[config.mk]
export PLATFORM = sky130hd
export DESIGN_NAME = sampled_values_frame_parser_unit
export DESIGN_NICKNAME = d
export VERILOG_FILES = /design/src/hdl/svfp_pkg.sv /design/src/hdl/svfp_core.sv /design/src/hdl/sampled_values_frame_parser_unit.sv
export SDC_FILE = /design/constraint.sdc
export NUM_CORES = 2
export LEC_CHECK = 0
export ABC_CLOCK_PERIOD_IN_PS = 13700
export BUFFER_PORTS_ARGS = -buffer_cell sky130_fd_sc_hd__buf_2
export CAP_MARGIN = 0
export CORE_MARGIN = 5
export CORE_UTILIZATION = 30
export DETAILED_ROUTE_END_ITERATION = 10
export REMOVE_ABC_BUFFERS = 1
export SLEW_MARGIN = 0
export SYNTH_ARGS = -nofsm -noshare
export SYNTH_HDL_FRONTEND = slang
export SYNTH_SLANG_ARGS = --single-unit
[constraint.sdc]
create_clock -name clk_i -period 13.7 [get_ports clk_i]
set_clock_uncertainty 0.1 [all_clocks]
set_input_delay 0.685 -clock clk_i [delete_from_list [all_inputs] [get_ports clk_i]]
set_output_delay 0.685 -clock clk_i [all_outputs]
set_load 0.02 [all_outputs]
[src/hdl/svfp_pkg.sv]
// Package for the sampled-values frame parser: beat types, parse phase codes,
// per-frame parser state and the single-byte parse step functions.
// No dependencies.
`default_nettype none

package svfp_pkg;

  localparam int unsigned MaxFrameBytes = 2048;
  localparam int unsigned EndW          = 17;  // width of frame positions and end marks

  typedef struct packed {
    logic [7:0]  data_byte;
    logic        first_byte;
    logic        last_byte;
    logic [11:0] frame_length;
  } in_beat_t;

  typedef struct packed {
    logic               sample_valid;
    logic signed [31:0] sample_value;
    logic [7:0]         channel_index;
    logic [7:0]         asdu_index;
    logic               frame_end;
    logic [1:0]         frame_status;
  } out_beat_t;

  typedef struct packed {
    logic [47:0] stream_mac;
    logic [47:0] filter_mac;
    logic        filter_enable;
    logic        analyzer_enable;
  } cfg_t;

  // Register indexes of the configuration port.
  localparam logic [1:0] RegStreamMac = 2'd0;
  localparam logic [1:0] RegFilterMac = 2'd1;
  localparam logic [1:0] RegFiltEn    = 2'd2;
  localparam logic [1:0] RegAnaEn     = 2'd3;

  // Frame status codes.
  localparam logic [1:0] StatParsed  = 2'd0;
  localparam logic [1:0] StatIgnored = 2'd1;
  localparam logic [1:0] StatBad     = 2'd2;

  // Parse phases.
  localparam logic [4:0] PH_IDLE         = 5'd0;
  localparam logic [4:0] PH_HDR          = 5'd1;
  localparam logic [4:0] PH_SKIP_HDR     = 5'd2;
  localparam logic [4:0] PH_LEN_A        = 5'd3;
  localparam logic [4:0] PH_LEN_B        = 5'd4;
  localparam logic [4:0] PH_LEN_C        = 5'd5;
  localparam logic [4:0] PH_NOASDU_TAG   = 5'd6;
  localparam logic [4:0] PH_NOASDU_VAL   = 5'd7;
  localparam logic [4:0] PH_AFTER_NOASDU = 5'd8;
  localparam logic [4:0] PH_SKIP_SEC     = 5'd9;
  localparam logic [4:0] PH_AFTER_SEC    = 5'd10;
  localparam logic [4:0] PH_ASDU_TAG     = 5'd11;
  localparam logic [4:0] PH_FTAG         = 5'd12;
  localparam logic [4:0] PH_FLEN_A       = 5'd13;
  localparam logic [4:0] PH_FLEN_B       = 5'd14;
  localparam logic [4:0] PH_FLEN_C       = 5'd15;
  localparam logic [4:0] PH_FSKIP        = 5'd16;
  localparam logic [4:0] PH_SAMPLES      = 5'd17;
  localparam logic [4:0] PH_ASDU_TAIL    = 5'd18;
  localparam logic [4:0] PH_DONE         = 5'd19;
  localparam logic [4:0] PH_STOP         = 5'd20;

  // Tag and header byte values.
  localparam logic [7:0] TagEthHi   = 8'h88;
  localparam logic [7:0] TagEthLo   = 8'hBA;
  localparam logic [7:0] TagSavPdu  = 8'h60;
  localparam logic [7:0] TagLen2    = 8'h82;
  localparam logic [7:0] TagLen1    = 8'h81;
  localparam logic [7:0] TagNoAsdu  = 8'h80;
  localparam logic [7:0] TagSec     = 8'h81;
  localparam logic [7:0] TagSeqAsdu = 8'hA2;
  localparam logic [7:0] TagAsdu    = 8'h30;
  localparam logic [7:0] TagSeqData = 8'h87;
  localparam logic [7:0] TagVlanHi  = 8'h81;
  localparam logic [7:0] TagVlanLo  = 8'h00;

  typedef struct packed {
    logic [4:0]      ph;
    logic [47:0]     mac;
    logic [2:0]      flags;   // stream match, source match, destination match
    logic [15:0]     lacc;
    logic [EndW-1:0] aend;
    logic [7:0]      arem;
    logic [7:0]      acnt;
    logic [7:0]      ftag;
    logic [EndW-1:0] send;
    logic [12:0]     srem;
    logic [31:0]     ssh;
    logic [2:0]      sbc;
    logic [7:0]      ch;
    logic [1:0]      err;
  } pst_t;

  typedef struct packed {
    pst_t        s;
    logic        done;
    logic [15:0] len;
  } ber_t;

  typedef struct packed {
    pst_t        s;
    logic        again;
    logic        sv;
    logic [31:0] val;
    logic [7:0]  ch;
    logic [7:0]  asdu;
  } disp_t;

  function automatic pst_t stop_with(pst_t si, logic [1:0] code);
    pst_t s;
    s = si;
    s.err = code;
    s.ph  = PH_STOP;
    return s;
  endfunction

  // One byte of a BER length starting at phase base.
  function automatic ber_t ber_step(pst_t si, logic [7:0] b, logic [4:0] base);
    ber_t r;
    r      = '0;
    r.s    = si;
    if (si.ph == base) begin
      if (b == TagLen2) begin
        r.s.lacc = '0;
        r.s.ph   = base + 5'd1;
      end else if (b == TagLen1) begin
        r.s.lacc = '0;
        r.s.ph   = base + 5'd2;
      end else begin
        r.done = 1'b1;
        r.len  = {8'h00, b};
      end
    end else if (si.ph == base + 5'd1) begin
      r.s.lacc = {b, 8'h00};
      r.s.ph   = base + 5'd2;
    end else begin
      r.done = 1'b1;
      r.len  = si.lacc | {8'h00, b};
    end
    return r;
  endfunction

  function automatic pst_t eth_seen(pst_t si, logic [7:0] hi, logic [7:0] lo,
                                    logic [EndW-1:0] p, cfg_t c);
    pst_t s;
    s = si;
    if (hi != TagEthHi || lo != TagEthLo || !c.analyzer_enable || !si.flags[2]) begin
      s = stop_with(si, StatIgnored);
    end else begin
      s.send = p + EndW'(9);
      s.ph   = PH_SKIP_HDR;
    end
    return s;
  endfunction

  // One dispatch of byte b at position p; again asks for a second dispatch.
  function automatic disp_t dispatch(pst_t si, logic [7:0] b, logic [EndW-1:0] p,
                                     logic [EndW-1:0] eff, cfg_t c);
    disp_t           r;
    ber_t            br;
    logic [EndW-1:0] nxt;
    logic [EndW-1:0] endp;
    logic [47:0]     m;
    r   = '0;
    r.s = si;
    nxt = p + EndW'(1);
    case (si.ph)
      PH_HDR: begin
        if (p < EndW'(12)) begin
          m = {si.mac[39:0], b};
          r.s.mac = m;
          if (p == EndW'(5) && m == c.filter_mac) r.s.flags[0] = 1'b1;
          if (p == EndW'(11)) begin
            if (m == c.filter_mac) r.s.flags[1] = 1'b1;
            if (m == c.stream_mac) r.s.flags[2] = 1'b1;
            if (c.filter_enable && !(r.s.flags[0] || r.s.flags[1])) begin
              r.s = stop_with(r.s, StatIgnored);
            end
          end
        end else if (p == EndW'(12) || p == EndW'(16)) begin
          r.s.ftag = b;
        end else if (p == EndW'(13)) begin
          if (!(si.ftag == TagVlanHi && b == TagVlanLo)) r.s = eth_seen(si, si.ftag, b, p, c);
        end else if (p == EndW'(17)) begin
          r.s = eth_seen(si, si.ftag, b, p, c);
        end
      end
      PH_SKIP_HDR: begin
        if (p >= si.send) begin
          if (b == TagSavPdu) begin
            r.s.ftag = TagSavPdu;
            r.s.ph   = PH_LEN_A;
          end else begin
            r.s = stop_with(si, StatBad);
          end
        end
      end
      PH_LEN_A, PH_LEN_B, PH_LEN_C: begin
        br  = ber_step(si, b, PH_LEN_A);
        r.s = br.s;
        endp = nxt + EndW'(br.len);
        if (br.done) begin
          if (si.ftag == TagSavPdu) begin
            if (endp > eff) r.s = stop_with(br.s, StatBad);
            else r.s.ph = PH_NOASDU_TAG;
          end else if (si.ftag == TagSec) begin
            r.s.send = endp;
            r.s.ph   = PH_SKIP_SEC;
          end else if (si.ftag == TagSeqAsdu) begin
            r.s.ph = PH_ASDU_TAG;
          end else begin
            r.s.aend = endp;
            r.s.ph   = PH_FTAG;
          end
        end
      end
      PH_NOASDU_TAG: begin
        if (b == TagNoAsdu) r.s.ph = PH_NOASDU_VAL;
        else r.s = stop_with(si, StatBad);
      end
      PH_NOASDU_VAL: begin
        r.s.arem = b;
        r.s.acnt = '0;
        r.s.ph   = (b != 8'h00) ? PH_AFTER_NOASDU : PH_DONE;
      end
      PH_AFTER_NOASDU: begin
        if (b == TagSec) begin
          r.s.ftag = TagSec;
          r.s.ph   = PH_LEN_A;
        end else begin
          r.s.ph  = PH_AFTER_SEC;
          r.again = 1'b1;
        end
      end
      PH_SKIP_SEC: begin
        if (p >= si.send) begin
          r.s.ph  = PH_AFTER_SEC;
          r.again = 1'b1;
        end
      end
      PH_AFTER_SEC: begin
        if (b == TagSeqAsdu) begin
          r.s.ftag = TagSeqAsdu;
          r.s.ph   = PH_LEN_A;
        end else begin
          r.s.ph  = PH_ASDU_TAG;
          r.again = 1'b1;
        end
      end
      PH_ASDU_TAG: begin
        if (b == TagAsdu) begin
          r.s.ftag = TagAsdu;
          r.s.ph   = PH_LEN_A;
        end else begin
          r.s = stop_with(si, StatBad);
        end
      end
      PH_FTAG, PH_ASDU_TAIL: begin
        if (p >= si.aend) begin
          r.s.acnt = si.acnt + 8'd1;
          r.s.arem = si.arem - 8'd1;
          r.s.ph   = (si.arem != 8'd1) ? PH_ASDU_TAG : PH_DONE;
          r.again  = 1'b1;
        end else if (si.ph == PH_FTAG) begin
          r.s.ftag = b;
          r.s.ph   = PH_FLEN_A;
        end
      end
      PH_FLEN_A, PH_FLEN_B, PH_FLEN_C: begin
        br   = ber_step(si, b, PH_FLEN_A);
        r.s  = br.s;
        endp = nxt + EndW'(br.len);
        if (br.done) begin
          if (endp > si.aend) begin
            r.s = stop_with(br.s, StatBad);
          end else if (si.ftag == TagSeqData) begin
            r.s.srem = br.len[15:3];
            r.s.ch   = '0;
            r.s.sbc  = '0;
            r.s.ph   = (br.len[15:3] != 13'd0) ? PH_SAMPLES : PH_ASDU_TAIL;
          end else begin
            r.s.send = endp;
            r.s.ph   = PH_FSKIP;
          end
        end
      end
      PH_FSKIP: begin
        if (p >= si.send) begin
          r.s.ph  = PH_FTAG;
          r.again = 1'b1;
        end
      end
      PH_SAMPLES: begin
        if (si.sbc == 3'd0 && (p + EndW'(8)) > eff) begin
          r.s = stop_with(si, StatBad);
        end else begin
          if (si.sbc < 3'd4) r.s.ssh = {si.ssh[23:0], b};
          if (si.sbc == 3'd3) begin
            r.sv   = 1'b1;
            r.val  = r.s.ssh;
            r.ch   = si.ch;
            r.asdu = si.acnt;
            r.s.ch = si.ch + 8'd1;
          end
          if (si.sbc == 3'd7) begin
            r.s.sbc  = '0;
            r.s.srem = si.srem - 13'd1;
            if (si.srem == 13'd1) r.s.ph = PH_ASDU_TAIL;
          end else begin
            r.s.sbc = si.sbc + 3'd1;
          end
        end
      end
      default: begin
        r.s = si;
      end
    endcase
    return r;
  endfunction

endpackage

`default_nettype wire

[src/hdl/svfp_core.sv]
// Parse core of the sampled-values frame parser: frame state registers and
// the per-byte step logic. Depends on svfp_pkg.
`default_nettype none

module svfp_core #(
  parameter int unsigned MAX_FRAME_BYTES = svfp_pkg::MaxFrameBytes
) (
  input  wire                   clk_i,
  input  wire                   rst_ni,
  input  wire                   step_i,
  input  svfp_pkg::in_beat_t    beat_i,
  input  svfp_pkg::cfg_t        cfg_i,
  output logic                  res_valid_o,
  output svfp_pkg::out_beat_t   res_o
);
  import svfp_pkg::*;

  localparam int unsigned PosW = $clog2(MAX_FRAME_BYTES + 1);
  localparam logic [PosW-1:0] PosMax = PosW'(MAX_FRAME_BYTES);
  localparam logic [EndW-1:0] EffMax = EndW'(MAX_FRAME_BYTES);

  logic [PosW-1:0] pos_q, pos_d;
  pst_t            st_q, st_d;

  logic [EndW-1:0] len_ext, eff, p;
  pst_t            s0;
  disp_t           r0, r1, r2, r3;
  logic            run, sv_any;
  logic [1:0]      status;

  assign len_ext = EndW'(beat_i.frame_length);
  assign eff     = (len_ext > EffMax) ? EffMax : len_ext;
  assign run     = beat_i.first_byte || (st_q.ph != PH_IDLE);

  always_comb begin
    s0 = st_q;
    if (beat_i.first_byte) begin
      s0    = '0;
      s0.ph = PH_HDR;
    end
  end

  assign p = beat_i.first_byte ? '0 : EndW'(pos_q);

  // Up to four dispatches per byte: a phase may hand the byte to the next one.
  always_comb begin
    r0 = dispatch(s0, beat_i.data_byte, p, eff, cfg_i);
    r1 = r0;
    r2 = r0;
    r3 = r0;
    if (r0.again) r1 = dispatch(r0.s, beat_i.data_byte, p, eff, cfg_i);
    r2 = r1;
    if (r0.again && r1.again) r2 = dispatch(r1.s, beat_i.data_byte, p, eff, cfg_i);
    r3 = r2;
    if (r0.again && r1.again && r2.again) begin
      r3 = dispatch(r2.s, beat_i.data_byte, p, eff, cfg_i);
    end
  end

  always_comb begin
    st_d   = s0;
    sv_any = 1'b0;
    if (p < eff) begin
      st_d   = r3.s;
      sv_any = r3.sv;
    end
    status = StatParsed;
    if (st_d.ph == PH_DONE) status = StatParsed;
    else if (st_d.ph == PH_STOP) status = st_d.err;
    else status = StatBad;
    if (beat_i.last_byte) st_d.ph = PH_IDLE;
    pos_d = (p < EndW'(PosMax)) ? PosW'(p + EndW'(1)) : PosMax;
  end

  always_comb begin
    res_valid_o = run && (sv_any || beat_i.last_byte);
    res_o       = '0;
    if (sv_any) begin
      res_o.sample_valid  = 1'b1;
      res_o.sample_value  = r3.val;
      res_o.channel_index = r3.ch;
      res_o.asdu_index    = r3.asdu;
    end
    res_o.frame_end = beat_i.last_byte;
    if (beat_i.last_byte) res_o.frame_status = status;
  end

  always_ff @(posedge clk_i or negedge rst_ni) begin
    if (!rst_ni) begin
      pos_q <= '0;
      st_q  <= '0;
    end else if (step_i && run) begin
      pos_q <= pos_d;
      st_q  <= st_d;
    end
  end

endmodule

`default_nettype wire

[src/hdl/sampled_values_frame_parser_unit.sv]
// Top level of the sampled-values frame parser: configuration registers,
// input beat register, parse core and output beat register. Depends on
// svfp_pkg and svfp_core.
//
// The parser takes one Ethernet frame byte per beat and accepts a new beat
// in every cycle unless stalled, so it keeps up with a gigabit receive path.
// Each byte passes an input register, then the parse core whose combinational
// step (the byte may pass through up to four parse phases) ends in the output
// register. A beat out comes either when a 32-bit sample completes (value,
// channel and ASDU index) or on the frame's last byte, which carries
// frame_status: 0 parsed, 1 ignored by the MAC filter, stream MAC, ethertype
// or a disabled analyzer, 2 malformed or truncated. When the output is
// stalled the input register holds one more byte and then the input stalls
// too. The four registers sit on the APB port at byte addresses 0, 8, 16
// and 24 (64-bit data); write them only while no frame is in flight.
`default_nettype none

module sampled_values_frame_parser_unit #(
  parameter int unsigned MAX_FRAME_BYTES = svfp_pkg::MaxFrameBytes
) (
  input  wire                  clk_i,
  input  wire                  rst_ni,
  input  wire                  in_valid_i,
  output logic                 in_stall_o,
  input  svfp_pkg::in_beat_t   in_data_i,
  output logic                 out_valid_o,
  input  wire                  out_stall_i,
  output svfp_pkg::out_beat_t  out_data_o,
  input  wire                  psel,
  input  wire                  penable,
  input  wire                  pwrite,
  input  wire  [4:0]           paddr,
  input  wire  [63:0]          pwdata,
  output logic [63:0]          prdata,
  output logic                 pready
);
  import svfp_pkg::*;

  cfg_t      cfg_q;
  logic      in_vld_q;
  in_beat_t  in_q;
  logic      out_vld_q;
  out_beat_t out_q;
  logic      adv, res_valid;
  out_beat_t res;

  // Configuration registers.
  assign pready = 1'b1;

  always_ff @(posedge clk_i or negedge rst_ni) begin
    if (!rst_ni) begin
      cfg_q <= '0;
    end else if (psel && penable && pwrite) begin
      case (paddr[4:3])
        RegStreamMac: cfg_q.stream_mac      <= pwdata[47:0];
        RegFilterMac: cfg_q.filter_mac      <= pwdata[47:0];
        RegFiltEn:    cfg_q.filter_enable   <= pwdata[0];
        RegAnaEn:     cfg_q.analyzer_enable <= pwdata[0];
        default:      cfg_q                 <= cfg_q;
      endcase
    end
  end

  always_comb begin
    case (paddr[4:3])
      RegStreamMac: prdata = {16'h0000, cfg_q.stream_mac};
      RegFilterMac: prdata = {16'h0000, cfg_q.filter_mac};
      RegFiltEn:    prdata = {63'd0, cfg_q.filter_enable};
      RegAnaEn:     prdata = {63'd0, cfg_q.analyzer_enable};
      default:      prdata = '0;
    endcase
  end

  // The core advances whenever the output register is empty or being taken.
  assign adv        = !out_vld_q || !out_stall_i;
  assign in_stall_o = in_vld_q && !adv;

  always_ff @(posedge clk_i or negedge rst_ni) begin
    if (!rst_ni) begin
      in_vld_q <= 1'b0;
    end else if (in_valid_i && !in_stall_o) begin
      in_vld_q <= 1'b1;
    end else if (adv) begin
      in_vld_q <= 1'b0;
    end
  end

  always_ff @(posedge clk_i) begin
    if (in_valid_i && !in_stall_o) in_q <= in_data_i;
  end

  svfp_core #(
    .MAX_FRAME_BYTES(MAX_FRAME_BYTES)
  ) u_core (
    .clk_i       (clk_i),
    .rst_ni      (rst_ni),
    .step_i      (in_vld_q && adv),
    .beat_i      (in_q),
    .cfg_i       (cfg_q),
    .res_valid_o (res_valid),
    .res_o       (res)
  );

  always_ff @(posedge clk_i or negedge rst_ni) begin
    if (!rst_ni) begin
      out_vld_q <= 1'b0;
    end else if (adv) begin
      out_vld_q <= in_vld_q && res_valid;
    end
  end

  always_ff @(posedge clk_i) begin
    if (adv) out_q <= res;
  end

  assign out_valid_o = out_vld_q;
  assign out_data_o  = out_q;

endmodule

`default_nettype wire

==> out/summary.md <==
### Layout
- 0.144 — fraction of final layout cells sized beyond drive strength 1
- 3792 — Net count, final
- 4802 — count of placed standard cells in the final layout, fillers left out
- 10.1k — number of fillers in the final layout
- 33000 um2 — cell area after layout
- 13.0% — area growth from synthesis to layout
- 0.341 — Util after Layout

### Floorplanning
- 0.302 — initial standard-cell utilization of the core
- 114 — row count
- 322 um — Chip Height
- 217 — count of boundary I/O pins
- 96700 um2 — placeable core region
- 104000 um2 — Die Outline Area
- 322 um — Die X-Extent

### STA
- -0.0136 ns — Worst Hold Margin
- 1.21 ns — slew at the pin closest to its max-slew limit
- 0 — Max Transition Viols Final
- 14 — final hold violation count
- 0.920 — crit share post-route
- false — unrepaired setup endpoints after global routing
- 0.0793 GHz — top achievable clock speed
- 0.190 — max_slew headroom
- 12.61 ns — time the final worst path needs with I/O delays and setup
- 0 — final setup fails

### CTS
- 43 — number of buffers created by CTS
- 2 — H-tree depth reported by CTS
- clkbuf_16 — Clock Tree Root
- 0 — number of gates given a new drive strength after cts
- 0.61 ns — Worst-Skew Late Latency
- 0 — quantity of hold-fixing buffers added after cts
- 3 — deepest clock path buffer count
- 0.06 ns — Clock transition at path regs
- 0 — # Post-CTS Setup Buffers
- 366 — sinks on the clock net
- yes — clock tree from TritonCTS

### Synth
- 370 x nor2_1, 358 x nand2_1, 292 x dfrtp_1 — synth cell count leaders
- 74 — count of flip-flops with a built-in enable after synthesis
- 8.59 um2 — synthesized area per cell
- 366 — number of register bits inferred by synthesis
- dfrtp_1 25%, ha_1 8.6%, edfxtp_1 7.6% — top post-synthesis cells by area
- 0 — Synth warnings
- 29200 um2 — synthesized cell area
- dfrtp_1 — top flip-flop cell by instance count after synthesis
- 0.798 — proportion of register bits with asynchronous set or reset after synthesis
- 0.326 — register area share after synthesis
- 104 — post-synthesis cell type count
- 0.250 — Yosys top cell area share
- nor2_1 — cell with the most instances after synthesis
- dfrtp_1 — library cell occupying the most area in the post-synthesis netlist
- 3400 — Gate Count Post-Synth

### Route
- 23.3 um — routed length per instance
- 0 — antenna viol nets, final
- 8 — Detailed Routing Iterations Pass 1
- 3194 — violation count after the first detailed-route iteration
- 112000 um — total routed wirelength
- 0 — number of DRC violations after detailed routing
- 5.83 — via density per instance
- 28.0k — via count

### Global route
- 0 — gr ovfl total
- 0.207 — overall fraction of global-route tracks in use
- 105 — pin count of the biggest net entering global routing
- 26.3k — vias in the first global route
- 168000 um — wire length of the first global-routing pass
- 4 — initial antenna violation count

### Pwr
- 92.1 uV — maximum VDD drop
- 153 nW/um2 — pwr dens
- 0.0142 uW — Leakage Power

### Critical path
- 51 — Worst Reg-to-Reg Cells
- 13.94 ns — WP data required
- reg2reg — type of the setup path with the least slack
- in_q[13] — start point of the critical path
- out_data_o[1] — critical register-to-register path endpoint
- in_q[13] — FF-to-FF Start
- 0.67 ns — slowest stage delay, CP
- flip-flop — CP startpoint kind
- 12.85 ns — data arrival at the endpoint of the critical path
- edfxtp_1 — slowest cell on the critical path
- 1.09 ns — register-to-register setup slack
- flip-flop — endpoint kind of the worst setup timing path
- o21ai_0 — critical path's most frequent cell
- 14 — Critical Path Fanout Max

### Outcome
- negative hold slack — violated checks
- complete, but fails checks — run status

### Placed design
- 31500 um2 — placed cell areas
- 83700 um — HPWL after DPL
- 4720 — number of placed instances, taps included
- 180 — count of buffers from port buffering
- 0.996 — gp weighted congestion

### Worst hold path
- in2async — Min-Delay Path Class

### Job
- 0 — number of violations of the max-capacitance limit

cell usage in the layout, fill, tap and decap left out, types with 41 or more instances in the layout:
cell and instances:
nor2_1 369, nand2_1 356, dfrtp_1 292, o21ai_0 226, ha_1 201, buf_2 179, a21oi_1 149, mux2_2 103
xnor2_1 95, inv_1 93, a22o_1 93, nor3_1 83, mux2i_1 83, buf_4 82, edfxtp_1 74, nand3_1 70
nor2b_1 66, nand4_1 57, a21o_1 44, clkbuf_16 44, a31oi_1 41
per-layer routing:
metal / track usage / vias to the layer above / share of wire
li1: - / 12700 / -
met3: 0.0366 / 259 / 0.081
met4: 0.0753 / 2 / 0.039
met2: 0.312 / 1247 / 0.43
met5: 0 / - / 0.00012
met1: 0.296 / 13700 / 0.45
per-stage QoR:
step                      total power [uW]  setup slack, ns  setup TNS (ns)
after floorplan                       2900           -0.753           -1.33
after global placement                3740             1.64               0
after detailed placement              3760             1.59               0
after CTS                             5000             1.51               0
after global routing                  5300            0.691               0
final                                 5030             1.09               0
worst max-delay path by stage:
| stage | cells past startpoint | endpoint | slack, ns |
|---|---|---|---|
| after global placement | 49 | out_data_o[1] | 1.64 |
| after global routing | 48 | out_data_o[1] | 0.69 |
| after floorplan | 46 | out_data_o[1] | -0.75 |
| after detailed placement | 49 | out_data_o[1] | 1.59 |
| after CTS | 51 | out_data_o[1] | 1.51 |
| final | 51 | out_data_o[1] | 1.09 |
sequential cells by signal, indices dropped and copies added (netlist names):
name,count
in_vld_q,1
cfg_q,98
u_core.pos_q,12
out_valid_o,1
in_q,22
u_core.st_q,180
out_data_o,52
worst max-delay path, delay by kind of cell (launching register included):
family	cells	cell delay (ns)
flops	1	0.67
simple gates	14	2.59
xor+xnor	2	0.48
fa+ha+maj	5	1.41
buf+inv	6	1.19
compound gates	24	5.87
power breakdown:
part	total (uW)	switching (uW)	internal, uW
sequential	1540	244	1290
clock	1220	520	697
combinational	2280	1490	789
total	5030	2260	2780
kinds of logic after synthesis:
group | after synthesis | synth area share
buffers and inverters | 331 | 0.0464
flip-flops | 366 | 0.326
AND/OR/NAND/NOR | 1241 | 0.207
multiplexers | 187 | 0.0689
AO/OA/AOI/OAI | 936 | 0.223
other | 2 | 0.000257
XOR/XNOR | 132 | 0.0396
adder cells (fa/ha/maj) | 205 | 0.0889
final cells by class:
cell class / count / area (um2) / share of cell area
multi-input cells: 2718 / 18400 / 0.559
flip-flops and latches: 366 / 9530 / 0.289
well taps: 1276 / 1600 / 0.0484
repair buffers: 264 / 1570 / 0.0475
clock buffers: 59 / 1230 / 0.0372
inverters: 96 / 362 / 0.0110
clock inverters: 21 / 259 / 0.00785
diodes: 2 / 5.00 / 0.000152
Note: power is estimated with default switching activity, not from simulation.
